**config.mk**
```make
export PLATFORM = sky130hd
export DESIGN_NAME = proximity_lid_motor_controller_core
export DESIGN_NICKNAME = d
export VERILOG_FILES = /design/src/plmc_pkg.sv /design/src/proximity_lid_motor_controller_core.sv
export SDC_FILE = /design/constraint.sdc
export NUM_CORES = 1
export LEC_CHECK = 0
export BUFFER_PORTS_ARGS = -buffer_cell sky130_fd_sc_hd__buf_2
export CORE_ASPECT_RATIO = 1.4
export CORE_MARGIN = 10
export CORE_UTILIZATION = 45
export CTS_BUF_LIST = sky130_fd_sc_hd__clkbuf_16
export CTS_CLUSTER_DIAMETER = 120
export CTS_CLUSTER_SIZE = 8
export DETAILED_ROUTE_END_ITERATION = 12
export PLACE_DENSITY = 0.71
export SLEW_MARGIN = 20
export SYNTH_ARGS = -nofsm -noshare
export SYNTH_HDL_FRONTEND = slang
export SYNTH_SLANG_ARGS = --single-unit
```
**constraint.sdc**
```tcl
create_clock -name clk -period 8.75 [get_ports clk]
set_input_delay 1.75 -clock clk [delete_from_list [all_inputs] [get_ports clk]]
set_output_delay 1.75 -clock clk [all_outputs]
set_load 0.02 [all_outputs]
```
**src/plmc_pkg.sv**
```systemverilog
package plmc_pkg;

    localparam int unsigned CntWidth = 16;

    typedef logic [CntWidth-1:0] cnt_t;

    localparam cnt_t CntMax = '1;

    // configuration register indexes
    typedef enum logic [1:0] {
        REG_NEAR_THRESHOLD    = 2'd0,
        REG_HOLD_TIME         = 2'd1,
        REG_RUN_LIMIT         = 2'd2,
        REG_BLINK_HALF_PERIOD = 2'd3
    } reg_index_t;

    localparam cnt_t NearThresholdReset   = 16'd800;
    localparam cnt_t HoldTimeReset        = 16'd10000;
    localparam cnt_t RunLimitReset        = 16'd1500;
    localparam cnt_t BlinkHalfPeriodReset = 16'd500;
    localparam cnt_t SlotReset            = 16'd1000;

    typedef enum logic [1:0] {
        MOVE_IDLE = 2'd0,
        MOVE_UP   = 2'd1,
        MOVE_STOP = 2'd2,
        MOVE_DOWN = 2'd3
    } move_t;

    function automatic cnt_t sat_inc(input cnt_t v);
        sat_inc = (v == CntMax) ? v : v + cnt_t'(1);
    endfunction

    // median of three by clamping c between min and max of a and b
    function automatic cnt_t median3(input cnt_t a, input cnt_t b, input cnt_t c);
        cnt_t lo;
        cnt_t hi;
        lo = (a <= b) ? a : b;
        hi = (a <= b) ? b : a;
        if (c < lo)
            median3 = lo;
        else if (c > hi)
            median3 = hi;
        else
            median3 = c;
    endfunction

endpackage

```
**src/proximity_lid_motor_controller_core.sv**
```systemverilog
// Each item passes the input register, then the result register, which offers its result.
// Throughput: one item per cycle while out_stall is low; controller state advances once per item.
// The result register frees itself while being taken, so a stalled output holds one result
// and one more item waits in the input register before in_stall rises.
// Reset (rst_n low, asynchronous): pipeline empty, configuration and state back to power-up values.
module proximity_lid_motor_controller_core (
    input  logic                  clk,
    input  logic                  rst_n,
    input  logic                  cfg_write,
    input  logic [1:0]            cfg_index,
    input  logic [15:0]           cfg_data,
    input  logic                  in_valid,
    output logic                  in_stall,
    input  logic                  sample_valid,
    input  logic [15:0]           range_mm,
    input  logic                  top_switch_pressed,
    input  logic                  bottom_switch_pressed,
    output logic                  out_valid,
    input  logic                  out_stall,
    output logic                  relay_raise,
    output logic                  relay_lower,
    output logic                  led_on,
    output logic                  protected_res,
    output logic                  want_open
);

    // configuration
    plmc_pkg::cnt_t near_threshold_reg;
    plmc_pkg::cnt_t hold_time_reg;
    plmc_pkg::cnt_t run_limit_reg;
    plmc_pkg::cnt_t blink_half_period_reg;

    // input stage
    logic           s1_valid_reg;
    logic           s1_sample_reg;
    plmc_pkg::cnt_t s1_range_reg;
    logic           s1_top_reg;
    logic           s1_bottom_reg;

    // controller state
    plmc_pkg::cnt_t slot0_reg, slot1_reg, slot2_reg;
    logic [1:0]     slot_ptr_reg;
    logic           wish_reg;
    plmc_pkg::cnt_t since_near_reg;
    logic           raise_on_reg, lower_on_reg;
    logic           raise_timing_reg, lower_timing_reg;
    plmc_pkg::cnt_t raise_run_reg, lower_run_reg;
    logic           protect_reg;
    logic           led_reg;
    plmc_pkg::cnt_t blink_reg;
    logic [1:0]     prev_sw_reg;

    // result stage
    logic out_valid_reg;
    logic out_raise_reg, out_lower_reg, out_led_reg, out_protect_reg, out_wish_reg;

    // next values
    plmc_pkg::cnt_t slot0_next, slot1_next, slot2_next;
    logic [1:0]     slot_ptr_next;
    logic           wish_next;
    plmc_pkg::cnt_t since_near_next;
    logic           raise_on_next, lower_on_next;
    logic           raise_timing_next, lower_timing_next;
    plmc_pkg::cnt_t raise_run_next, lower_run_next;
    logic           protect_next;
    logic           led_next;
    plmc_pkg::cnt_t blink_next;
    logic [1:0]     sw_now;

    logic out_load;
    logic s1_advance;
    logic s1_load;

    assign out_load   = !out_valid_reg || !out_stall;
    assign s1_advance = s1_valid_reg && out_load;
    assign s1_load    = !s1_valid_reg || out_load;
    assign in_stall   = !s1_load;

    assign sw_now = {s1_bottom_reg, s1_top_reg};

    always_comb
    begin
        plmc_pkg::move_t move;
        plmc_pkg::cnt_t  median;
        logic            new_press;

        slot0_next        = slot0_reg;
        slot1_next        = slot1_reg;
        slot2_next        = slot2_reg;
        slot_ptr_next     = slot_ptr_reg;
        wish_next         = wish_reg;
        since_near_next   = plmc_pkg::sat_inc(since_near_reg);
        blink_next        = plmc_pkg::sat_inc(blink_reg);
        raise_run_next    = raise_timing_reg ? plmc_pkg::sat_inc(raise_run_reg) : raise_run_reg;
        lower_run_next    = lower_timing_reg ? plmc_pkg::sat_inc(lower_run_reg) : lower_run_reg;
        raise_on_next     = raise_on_reg;
        lower_on_next     = lower_on_reg;
        raise_timing_next = raise_timing_reg;
        lower_timing_next = lower_timing_reg;
        protect_next      = protect_reg;
        led_next          = led_reg;
        move              = plmc_pkg::MOVE_IDLE;
        median            = '0;

        // a switch that has just been pressed clears both relays; the switch case below may start a new move
        new_press = |(sw_now & ~prev_sw_reg);
        if (new_press)
        begin
            raise_on_next = 1'b0;
            lower_on_next = 1'b0;
            move          = plmc_pkg::MOVE_STOP;
        end

        if (s1_sample_reg)
        begin
            slot_ptr_next = (slot_ptr_reg >= 2'd2) ? 2'd0 : slot_ptr_reg + 2'd1;
            unique case (slot_ptr_next)
                2'd0:    slot0_next = s1_range_reg;
                2'd1:    slot1_next = s1_range_reg;
                default: slot2_next = s1_range_reg;
            endcase
            if (slot_ptr_next == 2'd2)
            begin
                median = plmc_pkg::median3(slot0_reg, slot1_reg, s1_range_reg);
                if (median < near_threshold_reg)
                begin
                    since_near_next = '0;
                    wish_next       = 1'b1;
                end
                else if (wish_reg && since_near_next > hold_time_reg)
                begin
                    wish_next = 1'b0;
                end
            end
        end

        case (sw_now)
            2'b00:
            begin
                if (wish_next && !raise_on_next)
                    move = plmc_pkg::MOVE_UP;
            end
            2'b01:   move = wish_next ? plmc_pkg::MOVE_STOP : plmc_pkg::MOVE_DOWN;
            2'b10:   move = wish_next ? plmc_pkg::MOVE_UP : plmc_pkg::MOVE_STOP;
            default: ;
        endcase

        unique case (move)
            plmc_pkg::MOVE_UP:
            begin
                if (!protect_reg)
                    raise_on_next = 1'b1;
                lower_on_next = 1'b0;
            end
            plmc_pkg::MOVE_STOP:
            begin
                raise_on_next = 1'b0;
                lower_on_next = 1'b0;
            end
            plmc_pkg::MOVE_DOWN:
            begin
                raise_on_next = 1'b0;
                if (!protect_reg)
                    lower_on_next = 1'b1;
            end
            default: ;
        endcase

        // run timers: raise checked first, then lower
        if (raise_on_next && !raise_timing_reg)
            raise_run_next = '0;
        raise_timing_next = raise_on_next;
        if (raise_timing_next && raise_run_next > run_limit_reg)
        begin
            raise_timing_next = 1'b0;
            raise_on_next     = 1'b0;
            lower_on_next     = 1'b0;
            protect_next      = 1'b1;
        end

        if (lower_on_next && !lower_timing_reg)
            lower_run_next = '0;
        lower_timing_next = lower_on_next;
        if (lower_timing_next && lower_run_next > run_limit_reg)
        begin
            lower_timing_next = 1'b0;
            raise_on_next     = 1'b0;
            lower_on_next     = 1'b0;
            protect_next      = 1'b1;
        end

        if (protect_next && blink_next > blink_half_period_reg)
        begin
            blink_next = '0;
            led_next   = !led_reg;
        end
    end

    always_ff @(posedge clk or negedge rst_n)
    begin
        if (!rst_n)
        begin
            near_threshold_reg    <= plmc_pkg::NearThresholdReset;
            hold_time_reg         <= plmc_pkg::HoldTimeReset;
            run_limit_reg         <= plmc_pkg::RunLimitReset;
            blink_half_period_reg <= plmc_pkg::BlinkHalfPeriodReset;
        end
        else if (cfg_write)
        begin
            unique case (plmc_pkg::reg_index_t'(cfg_index))
                plmc_pkg::REG_NEAR_THRESHOLD:    near_threshold_reg    <= cfg_data;
                plmc_pkg::REG_HOLD_TIME:         hold_time_reg         <= cfg_data;
                plmc_pkg::REG_RUN_LIMIT:         run_limit_reg         <= cfg_data;
                plmc_pkg::REG_BLINK_HALF_PERIOD: blink_half_period_reg <= cfg_data;
                default: ;
            endcase
        end
    end

    always_ff @(posedge clk or negedge rst_n)
    begin
        if (!rst_n)
            s1_valid_reg <= 1'b0;
        else if (s1_load)
            s1_valid_reg <= in_valid;
    end

    always_ff @(posedge clk)
    begin
        if (s1_load && in_valid)
        begin
            s1_sample_reg <= sample_valid;
            s1_range_reg  <= range_mm;
            s1_top_reg    <= top_switch_pressed;
            s1_bottom_reg <= bottom_switch_pressed;
        end
    end

    always_ff @(posedge clk or negedge rst_n)
    begin
        if (!rst_n)
        begin
            slot0_reg        <= plmc_pkg::SlotReset;
            slot1_reg        <= plmc_pkg::SlotReset;
            slot2_reg        <= plmc_pkg::SlotReset;
            slot_ptr_reg     <= 2'd0;
            wish_reg         <= 1'b0;
            since_near_reg   <= '0;
            raise_on_reg     <= 1'b0;
            lower_on_reg     <= 1'b0;
            raise_timing_reg <= 1'b0;
            lower_timing_reg <= 1'b0;
            raise_run_reg    <= '0;
            lower_run_reg    <= '0;
            protect_reg      <= 1'b0;
            led_reg          <= 1'b0;
            blink_reg        <= '0;
            prev_sw_reg      <= 2'b00;
        end
        else if (s1_advance)
        begin
            slot0_reg        <= slot0_next;
            slot1_reg        <= slot1_next;
            slot2_reg        <= slot2_next;
            slot_ptr_reg     <= slot_ptr_next;
            wish_reg         <= wish_next;
            since_near_reg   <= since_near_next;
            raise_on_reg     <= raise_on_next;
            lower_on_reg     <= lower_on_next;
            raise_timing_reg <= raise_timing_next;
            lower_timing_reg <= lower_timing_next;
            raise_run_reg    <= raise_run_next;
            lower_run_reg    <= lower_run_next;
            protect_reg      <= protect_next;
            led_reg          <= led_next;
            blink_reg        <= blink_next;
            prev_sw_reg      <= sw_now;
        end
    end

    always_ff @(posedge clk or negedge rst_n)
    begin
        if (!rst_n)
            out_valid_reg <= 1'b0;
        else if (out_load)
            out_valid_reg <= s1_valid_reg;
    end

    always_ff @(posedge clk)
    begin
        if (s1_advance)
        begin
            out_raise_reg   <= raise_on_next;
            out_lower_reg   <= lower_on_next;
            out_led_reg     <= led_next;
            out_protect_reg <= protect_next;
            out_wish_reg    <= wish_next;
        end
    end

    assign out_valid     = out_valid_reg;
    assign relay_raise   = out_raise_reg;
    assign relay_lower   = out_lower_reg;
    assign led_on        = out_led_reg;
    assign protected_res = out_protect_reg;
    assign want_open     = out_wish_reg;

    // protection is a latch: only reset clears it
    assert property (@(posedge clk) disable iff (!rst_n) protect_reg |=> protect_reg)
        else $error("protection latch cleared");

    // the two relays are never driven together
    assert property (@(posedge clk) disable iff (!rst_n)
        !(raise_on_reg && lower_on_reg))
        else $error("both relays on");

    // back-pressure only when both stages hold an item
    assert property (@(posedge clk) disable iff (!rst_n)
        in_stall |-> (s1_valid_reg && out_valid_reg && out_stall))
        else $error("input stalled with room in the pipeline");

    // the slot pointer walks 0..2 only
    assert property (@(posedge clk) disable iff (!rst_n) slot_ptr_reg != 2'd3)
        else $error("slot pointer out of range");

endmodule
```
==> Yosys cells after proc, flatten, opt, wreduce, memory -nomap -nowiden <==
Cells that the tools add are included.
{ "classes": {"add_sub_neg": 5, "magnitude_cmp": 9, "n_eq_ne": 14, "n_mux": 41, "bitwise": 2, "reduce_logical": 32} }
{ "op_table": {"columns": ["op", "count"], "rows": [
  ["two-way mux 16 bit", 18],
  ["> comparator 16 bit", 5],
  ["adder 16 x 1 -> 16 bit, second input constant", 4],
  ["equality test 16 bit, second input constant", 4],
  ["less-than comparator 16 bit", 2],
  ["<= comparator 16 bit", 1],
  ["two-way mux 1 bit", 16],
  ["equality test 2 bit, second input constant", 6],
  ["AND reduction 2 bit", 5],
  ["logical AND 1 bit", 9],
  ["equality test 2 x 1 -> 1 bit, second input constant", 4],
  ["zero test 1 bit", 8],
  ["two-way mux 2 bit", 4],
  ["zero test 2 bit", 3],
  ["one-hot mux 2 bit (3 select lines)", 1],
  ["AND reduction 3 bit", 2],
  ["OR reduction 2 bit", 3],
  ["one-hot mux 1 bit (2 select lines)", 2],
  ["adder 2 x 1 -> 2 bit, second input constant", 1],
  ["AND 2 bit", 1],
  [">= comparator 2 bit, second input constant", 1],
  ["logical OR 1 bit", 2],
  ["inverter 2 bit", 1]
]} }
{ "totals": {"reg_bits": 196} }

==> Longest topological paths before layout <==
Gate-level depths: netlist of the first run.
{ "logic_depth": {"ltp_word": 29, "mapped_depth": 44, "ltp_nobuf": 39} }

==> Worst setup path after synthesis of the first run <==
Ideal clock, no wire load.
{ "synth_timing": {"kind": "reg2reg", "from": "reg slot0_reg[15]", "to": "reg out_led_reg, in the netlist led_on, data pin", "setup_time_ns": 0.265, "arrival_time_ns": 8.802, "t_required_ns": 8.485, "slack_ns": -0.317, "path_stages_with_launch": 37, "path_buffers": 4, "period_less_slack_ns": 9.067, "path_cell_list": "dfrtp_1 > ha_1 > nand4_1 > nor4_1 > a21bo_2 > a31oi_4 > clkbuf_1 > clkbuf_1 > mux2i_1 > ha_1 > nand4_1 > nor3_1 > o211ai_1 > o21ai_1 > buf_2 > mux2i_1 > ha_1 > a211o_1 > or4_1 > a21oi_1 > nand2_1 > o2111ai_2 > o22ai_4 > a211oi_2 > clkbuf_1 > a21oi_1 > ha_1 > a21o_1 > a21o_1 > a21o_1 > a21oi_1 > o211ai_1 > o21ai_0 > o21ai_0 > mux2i_2 > a21oi_2 > xor2_1"} }
{ "synth_between": {"elab_chain_len": 29} }
{ "synth_rtl": {"columns": ["item", "line_no", "source"], "rows": [
  ["from (decl)", "proximity_lid_motor_controller_core.sv:41", "plmc_pkg::cnt_t slot0_reg, slot1_reg, slot2_reg;"],
  ["from (signal assigned)", "proximity_lid_motor_controller_core.sv:243", "slot0_reg <= plmc_pkg::SlotReset;"],
  ["from (signal assigned)", "proximity_lid_motor_controller_core.sv:262", "slot0_reg <= slot0_next;"],
  ["<= comparator 16 bit", "plmc_pkg.sv:38, plmc_pkg.sv:39", null],
  ["two-way mux 16 bit", "plmc_pkg.sv:39", "hi = (a <= b) ? b : a;"],
  ["> comparator 16 bit", "plmc_pkg.sv:42", "else if (c > hi)"],
  ["two-way mux 16 bit", "plmc_pkg.sv:42", null],
  ["two-way mux 16 bit (*)", "plmc_pkg.sv:40", "if (c < lo)"],
  ["two-way mux 16 bit (*)", "proximity_lid_motor_controller_core.sv:122", "if (slot_ptr_next == 2'd2)"],
  ["two-way mux 16 bit (*)", "proximity_lid_motor_controller_core.sv:114", "if (s1_sample_reg)"],
  ["less-than comparator 16 bit (*)", "proximity_lid_motor_controller_core.sv:125", "if (median < near_threshold_reg)"],
  ["[... 11 more ...]", null, null],
  ["via raise_run_next[9]", "proximity_lid_motor_controller_core.sv:64", "plmc_pkg::cnt_t raise_run_next, lower_run_next;"],
  ["[... 3 more ...]", null, null],
  ["logical AND 1 bit", "proximity_lid_motor_controller_core.sv:181", "if (lower_on_next && !lower_timing_reg)"],
  ["two-way mux 16 bit", "proximity_lid_motor_controller_core.sv:181", null],
  ["> comparator 16 bit", "proximity_lid_motor_controller_core.sv:184", "if (lower_timing_next && lower_run_next > run_limit_reg)"],
  ["logical AND 1 bit", "proximity_lid_motor_controller_core.sv:184", null],
  ["two-way mux 1 bit (*)", "proximity_lid_motor_controller_core.sv:184", null],
  ["logical AND 1 bit (*)", "proximity_lid_motor_controller_core.sv:192", "if (protect_next && blink_next > blink_half_period_reg)"],
  ["two-way mux 1 bit (*)", "proximity_lid_motor_controller_core.sv:192", null],
  ["via led_next", "proximity_lid_motor_controller_core.sv:66", "logic led_next;"],
  ["to (signal assigned)", "proximity_lid_motor_controller_core.sv:295", "out_led_reg <= led_next;"],
  ["to (decl)", "proximity_lid_motor_controller_core.sv:55", "logic out_raise_reg, out_lower_reg, out_led_reg, out_protect_reg, out_wish_reg;"]
]} }
The timed path passes the listed nets; every way through them passes the cells marked *. The select of a mux whose other input is x is not followed.
A chain may end at the register's enable or synchronous reset.

==> Final worst setup path of the first run <==
{ "layout_timing": {"from": "reg slot1_reg[7]", "to": "reg raise_on_reg"} }
{ "layout_between": {"elab_chain_len": 27} }
{ "layout_rtl": {"columns": ["item", "line_no", "source"], "rows": [
  ["from (decl)", "proximity_lid_motor_controller_core.sv:41", null],
  ["from (signal assigned)", "proximity_lid_motor_controller_core.sv:244", "slot1_reg <= plmc_pkg::SlotReset;"],
  ["from (signal assigned)", "proximity_lid_motor_controller_core.sv:263", "slot1_reg <= slot1_next;"],
  ["<= comparator 16 bit", "plmc_pkg.sv:38, plmc_pkg.sv:39", null],
  ["two-way mux 16 bit", "plmc_pkg.sv:39", null],
  ["> comparator 16 bit", "plmc_pkg.sv:42", null],
  ["two-way mux 16 bit", "plmc_pkg.sv:42", null],
  ["two-way mux 16 bit (*)", "plmc_pkg.sv:40", null],
  ["two-way mux 16 bit (*)", "proximity_lid_motor_controller_core.sv:122", null],
  ["two-way mux 16 bit (*)", "proximity_lid_motor_controller_core.sv:114", null],
  ["less-than comparator 16 bit (*)", "proximity_lid_motor_controller_core.sv:125", null],
  ["[... 11 more ...]", null, null],
  ["via raise_run_next[12]", "proximity_lid_motor_controller_core.sv:64", null],
  ["[... 1 more ...]", null, null],
  ["logical AND 1 bit (*)", "proximity_lid_motor_controller_core.sv:173", "if (raise_timing_next && raise_run_next > run_limit_reg)"],
  ["two-way mux 1 bit", "proximity_lid_motor_controller_core.sv:173", null],
  ["logical AND 1 bit", "proximity_lid_motor_controller_core.sv:181", null],
  ["two-way mux 16 bit", "proximity_lid_motor_controller_core.sv:181", null],
  ["> comparator 16 bit", "proximity_lid_motor_controller_core.sv:184", null],
  ["logical AND 1 bit", "proximity_lid_motor_controller_core.sv:184", null],
  ["two-way mux 1 bit (*)", "proximity_lid_motor_controller_core.sv:184", null],
  ["via raise_on_next", "proximity_lid_motor_controller_core.sv:62", "logic raise_on_next, lower_on_next;"],
  ["to (signal assigned)", "proximity_lid_motor_controller_core.sv:268", "raise_on_reg <= raise_on_next;"],
  ["to (decl)", "proximity_lid_motor_controller_core.sv:45", "logic raise_on_reg, lower_on_reg;"]
]} }
Marks and branches as above.

==> out/metrics.cfg, run 1 <==
[global_routing]
grt_pass1_vias=10466
antenna_found_initial=0
grt_max_degree=71
grt-ovfl-total=0
grt_use_total=0.175
grt_pass1_wl_um=51800

[power]
swShare=0.415
ir_drop_v=0.000207
p_sw_uw=2010
combPwrFrac=0.567
leakage_uw=0.00666
internal_power_uw=2830
total_power_uw=4840
seq_power_share=0.269
power_per_cell_area_nw_per_um2=330
pwr-share-clk=0.165

[finish]
diodes=0
drive_above_1_share=0.195
layout_commonest_cell=dfrtp_1
fin_nets=1623
post-route-util=0.516
final_cell_area_sq_um=14700
syn2layout_area_growth_pct=12.9
layout_common_cells=139 x dfrtp_1, 138 x nand2_1, 130 x ha_1

[logic_synthesis]
synth_top_family_by_area=simple AND/OR/NAND/NOR gates
syn_inst=1390
synth_compound_area_frac=0.151
yosysUniqueCellTypes=65
muxShareOfSynthArea=0.102
synth_edf_count=24
syn_area_per_cell_sq_um=9.34
yosys.area.top_type=dfrtp_1
synth.top_cell.area_share=0.268
ys.flop_type=dfrtp_1
synth_nets=1562
synth_top_cells_by_area=dfrtp_1 27%, ha_1 13%, mux2_2 7.3%
synth-seq-area-share=0.390
async_flop_share=0.878
ys_ff_latch=196
synth-simple-area-share=0.159
synth_adder_area_share=0.125
netlist_area_sq_um=13000
yosys_warnings=0
synth_xor_area_frac=0.0310

[floorplan]
io_pins=49
coreArea_sq_um=28400
dieArea_sq_um=36100
start_util=0.457
fp.dieH_um=221
fp.dieW_um=164
rows=73

[cts]
numCtsBuffers=17
cts_root_buf=clkbuf_16
clk_pin_slew_ns=0.09
max-clock-path-buffers=2
cts.sinks=196
clk_latency_ns=0.45
cts_max_level=4
cts_tree=yes
cts_hold_buf=0

[placement]
hpwl_um=23800
dpl_cell_area_sq_um=13700
dp_slack_ns=-0.0594
gp_congestion=0.902
port_buffers=48

[setup_path]
critPathRequiredTime_ns=9.08
critPathTopFamily=compound AO/OA/AOI/OAI gates
cp-end-kind=register
crit_slowest_cell=dfstp_2
crit_fanout=9
cp_common_cell=ha_1
critPathMaxStageDelay_ns=0.54
worst_ep_arrival_time_ns=8.72
critPathLaunchType=register
worst-setup-path-type=register to register
crit_buf_inv=5

[timing]
fin_ws_ns=0.361
setup_viol=0
fmax_mhz=119
fin_crit_ns=8.39
finalMaxSlewViolations=0
hold_viol_final=0
slew_headroom=0.398
fin_tns_setup_ns=0
finClkSkew_ns=0.0182
post-route-period-util=0.959
max_slew.worst_pin.slew_ns=0.901

[run_status]
status=completed

[detailed_routing]
dr.pass1.iters=5
vias=10500
viasPerCell=5.71
drc=0
dr.first_iter.drc_count=693
drtAntennaViolNets=0
wire_per_inst_um=17.5
wirelength_um=32300

[run]
maxCapViolCount=0

[worst_hold_path]
worstHoldPathType=register to register

==> final cells by class <==
cell class,count,area [sq um]
Multi-Input combinational cell,1051,7530
Clock buffer,17,425
Clock inverter,15,168
Inverter,97,364
Timing Repair Buffer,88,633
Sequential cell,196,5070
Tap cell,375,469
Fill cell,2537,13800
==> Yosys cell counts, types with 8 or more instances <==
library cell    n
inv_1          96
o21ai_0       103
clkbuf_1       39
nor4_1          8
a31oi_1         9
nand2_1       139
nor2_1        109
a211oi_1        8
a22o_1         14
and4_1          8
xor2_1         16
or2_2           9
nand4_1        31
ha_1          130
xnor2_1        30
dfstp_2        33
nor2b_1         8
a21o_1         30
dfrtp_1       139
a21oi_1        97
and2_1          9
nand3_1        51
mux2_2         84
nand2b_1       10
mux2i_1        35
o21a_1         13
edfxtp_1       24
nor3_1         28
and3_1         14
==> repair_timing <==
| action | 4_1_cts | 5_1_grt |
|---|---|---|
| setup buffers | 3 | 13 |
| cloned | 0 | 4 |
| pin swaps | 1 | 7 |
| hold endpoints to repair | 0 | 0 |
| resized for setup | 2 | 36 |
| setup endpoints to repair | 17 | 25 |
==> cell families after synthesis <==
group / Yosys count
adders and majority gates: 130
DFF: 196
muxes: 121
xor gates and xnor gates: 46
AOI/OAI and AO/OA: 315
buffers and inverters: 144
and+or+nand+nor: 438
==> power by group through the flow <==
| stage | Combinational, uW | Clock [uW] | Sequential (uW) |
|---|---|---|---|
| 6_report | 2740 | 796 | 1300 |
| 5_1_grt | 3030 | 855 | 1330 |
| 4_1_cts | 2400 | 816 | 1290 |
| 3_5_place_dp | 2330 | 0 | 1310 |
| 3_3_place_gp | 2270 | 0 | 1290 |
| 2_1_floorplan | 1740 | 0 | 1260 |
==> stage by stage <==
step | cells | hold WS (ns)
finish | 1839 | 0.496
global route | 1839 | 0.505
CTS | 1822 | 0.498
detailed placement | 1787 | 0.481
global placement | 1787 | 0.480
floorplan | 1390 | 0.457
==> per-layer routing <==
metal	vias up	GRT usage	routed length [um]
li1	5097	-	-
met3	52	0.0240	965
met5	-	0	0
met4	0	0.0582	864
met1	5134	0.208	13700
met2	217	0.314	16700
==> worst reg2reg max path, delay by kind of cell, from the launching register on <==
kind | cells | cell delay (ns)
multiplexers | 3 | 0.73
flip-flops | 1 | 0.54
adder cells (fa/ha/maj) | 4 | 1.16
AO/OA/AOI/OAI | 18 | 3.13
buffers and inverters | 5 | 0.73
AND/OR/NAND/NOR | 11 | 1.96
==> path summary, 6_finish.rpt <==
check,slack [ns],startpoint,endpoint,cells after the start
hold reg to reg,0.50,led_reg,led_reg,1
min in group asynchronous,1.27,rst_n,raise_run_reg[6],1
setup / recovery,0.36,slot1_reg[7],raise_on_reg,41
hold / removal,0.50,led_reg,led_reg,1
setup reg to reg,0.36,slot1_reg[7],raise_on_reg,41
max in group asynchronous,6.24,rst_n,since_near_reg[1],2
No activity file was read; power rests on OpenSTA's default activity.
==> run 2: changes to the inputs <==
Settings changed: CORE_UTILIZATION 45 to 59, CTS_BUF_LIST sky130_fd_sc_hd__clkbuf_16 to sky130_fd_sc_hd__clkbuf_8, PLACE_DENSITY 0.71 to 0.88.
==> run 2 against run 1 <==
Effect of this change: the run now ends with negative setup slack left; critical path depth unchanged; core utilization grew 16 points; worst setup slack lost 0.70 ns; wire length rose by 9.8%; sequential power barely moved; highest routed layer unchanged.
==> out/metrics.cfg, run 2 (synthesized netlist as in run 1, its figures left out) <==
[run_status]
status=finished with violations  ; was completed
violations=negative setup slack

[timing]
fmax_mhz=110  ; was 119 MHz
finalMaxSlewViolations=0  ; unchanged
fin_crit_ns=9.09  ; was 8.39 ns
slew_headroom=0.334  ; was 0.398
finClkSkew_ns=0.0296  ; was 0.0182 ns
post-route-period-util=1.04  ; was 0.959
hold_viol_final=0  ; unchanged
max_slew.worst_pin.slew_ns=0.989  ; was 0.901 ns
fin_ws_ns=-0.342  ; was 0.361 ns
setup_viol=24  ; was 0

[cts]
cts_root_buf=clkbuf_8  ; was clkbuf_16
max-clock-path-buffers=2  ; unchanged
numCtsBuffers=17  ; unchanged
cts.sinks=196  ; unchanged
cts_max_level=4  ; unchanged
clk_latency_ns=0.52  ; was 0.45 ns
cts_hold_buf=0  ; unchanged
clk_pin_slew_ns=0.12  ; was 0.09 ns
cts_tree=yes  ; unchanged

[detailed_routing]
wire_per_inst_um=20.0  ; was 17.5 um
drc=0  ; unchanged
dr.pass1.iters=7  ; was 5
drtAntennaViolNets=0  ; unchanged
viasPerCell=6.38  ; was 5.71
dr.first_iter.drc_count=1313  ; was 693
wirelength_um=35400  ; was 32300 um
vias=11313  ; was 10500

[floorplan]
rows=64  ; was 73
fp.dieW_um=145  ; was 164 um
dieArea_sq_um=28400  ; was 36100 sq um
start_util=0.596  ; was 0.457
coreArea_sq_um=21800  ; was 28400 sq um
fp.dieH_um=196  ; was 221 um
io_pins=49  ; unchanged

[finish]
n_fill_cell=1540  ; was 2537
layout_common_cells=139 x dfrtp_1, 136 x nand2_1, 128 x ha_1  ; was 139 x dfrtp_1, 138 x nand2_1, 130 x ha_1
fin_nets=1633  ; was 1623
final_cell_area_sq_um=14700  ; about the same
syn2layout_area_growth_pct=13.1  ; was 12.9%
post-route-util=0.674  ; was 0.516
drive_above_1_share=0.218  ; was 0.195
layout_commonest_cell=dfrtp_1  ; unchanged

[setup_path]
critPathLaunchType=register  ; unchanged
cp-end-kind=register  ; unchanged
critPathRequiredTime_ns=9.16  ; was 9.08 ns
critPathMaxStageDelay_ns=0.57  ; was 0.54 ns
worst_ep_arrival_time_ns=9.50  ; was 8.72 ns
worst-setup-path-type=register to register  ; unchanged
crit_slowest_cell=dfstp_2  ; unchanged
crit_fanout=6  ; was 9

[placement]
port_buffers=48  ; unchanged
gp_congestion=0.952  ; was 0.902
hpwl_um=23400  ; was 23800 um
dpl_cell_area_sq_um=13600  ; was 13700 sq um

[global_routing]
antenna_found_initial=1  ; was 0
grt_pass1_wl_um=52700  ; was 51800 um
grt_pass1_vias=10974  ; was 10466
grt_max_degree=97  ; was 71
grt-ovfl-total=0  ; unchanged
grt_use_total=0.224  ; was 0.175

[power]
leakage_uw=0.00667  ; was 0.00666 uW
power_per_cell_area_nw_per_um2=340  ; was 330 nW/um^2
ir_drop_v=0.000270  ; was 0.000207 V

[run]
maxCapViolCount=0  ; unchanged

[worst_hold_path]
worstHoldPathType=register to register  ; unchanged

-- run 2: cell types whose count changed in the layout (fill, tap and decap cells not counted), moves of 3 or more --
cell | previous run | this run
a21oi_2 | 7 | 16
mux2i_2 | 3 | 6
clkbuf_16 | 20 | 5
clkinv_8 | 2 | 6
clkbuf_8 | 0 | 17
a21oi_1 | 91 | 81
o21ai_1 | 7 | 4
buf_12 | 2 | 5
-- run 2: worst max-delay path: cells and delay by family (launching register included) --
kind | cells | cell delay (ns)
buffers and inverters | 5 | 0.68
flip-flops | 1 | 0.57
AO/OA/AOI/OAI | 23 | 4.56
AND/OR/NAND/NOR | 6 | 1.28
multiplexers | 2 | 0.42
adder cells (fa/ha/maj) | 4 | 1.26
XOR/XNOR | 1 | 0.20
-- run 2: report_power, final --
part / switching (uW) / internal [uW]
logic: 1690 / 1370
clock network: 396 / 220
registers: 176 / 1130
total: 2260 / 2720
-- run 2: metal layers --
layer  vias up  track usage  part of all wire
met5         -            0                 0
li1       5114            -                 -
met4         0        0.124             0.061
met2       599        0.392              0.50
met1      5409        0.253              0.37
met3       191       0.0396             0.067
-- run 2: metrics by stage --
step / TNS (ns) / worst slack (ns) / total power [uW] / std cells / hold slack (ns)
6_report: -5.88 / -0.342 / 4980 / 1772 / 0.494
5_1_grt: -12.93 / -0.627 / 5270 / 1772 / 0.515
4_1_cts: 0 / 0.0387 / 4240 / 1735 / 0.496
3_5_place_dp: -1.60 / -0.222 / 3600 / 1703 / 0.475
3_3_place_gp: 0 / 0.168 / 3480 / 1703 / 0.474
2_1_floorplan: 0 / 0.00130 / 3000 / 1390 / 0.457
-- run 2: worst paths after layout --
kind	start	endpoint	slack, ns	depth (start not counted)
max in group asynchronous	rst_n	since_near_reg[0]	5.85	2
min	led_reg	led_reg	0.49	1
min in group asynchronous	rst_n	blink_reg[4]	1.28	1
max	slot1_reg[5]	led_reg	-0.34	41
max reg2reg	slot1_reg[5]	led_reg	-0.34	41
min reg2reg	led_reg	led_reg	0.49	1
-- run 2: what timing repair did --
item / 4_1_cts / 5_1_grt
pin swaps: 0 / 32
buffers inserted: 0 / 28
hold endpoints to repair: 0 / 0
gates cloned: 0 / 8
gates resized for setup: 7 / 66
endpoints found under the setup margin: 22 / 25
-- run 2: final cells by class --
cell class	instances	area, sq um	area share
Antenna cell	1	2.50	0.000171
Clock buffer	17	234	0.0159
Clock inverter	15	183	0.0124
Inverter	97	364	0.0248
Multi-Input combinational cell	1051	7660	0.522
Sequential cell	196	5070	0.345
Tap cell	297	372	0.0253
Timing Repair Buffer	98	790	0.0538
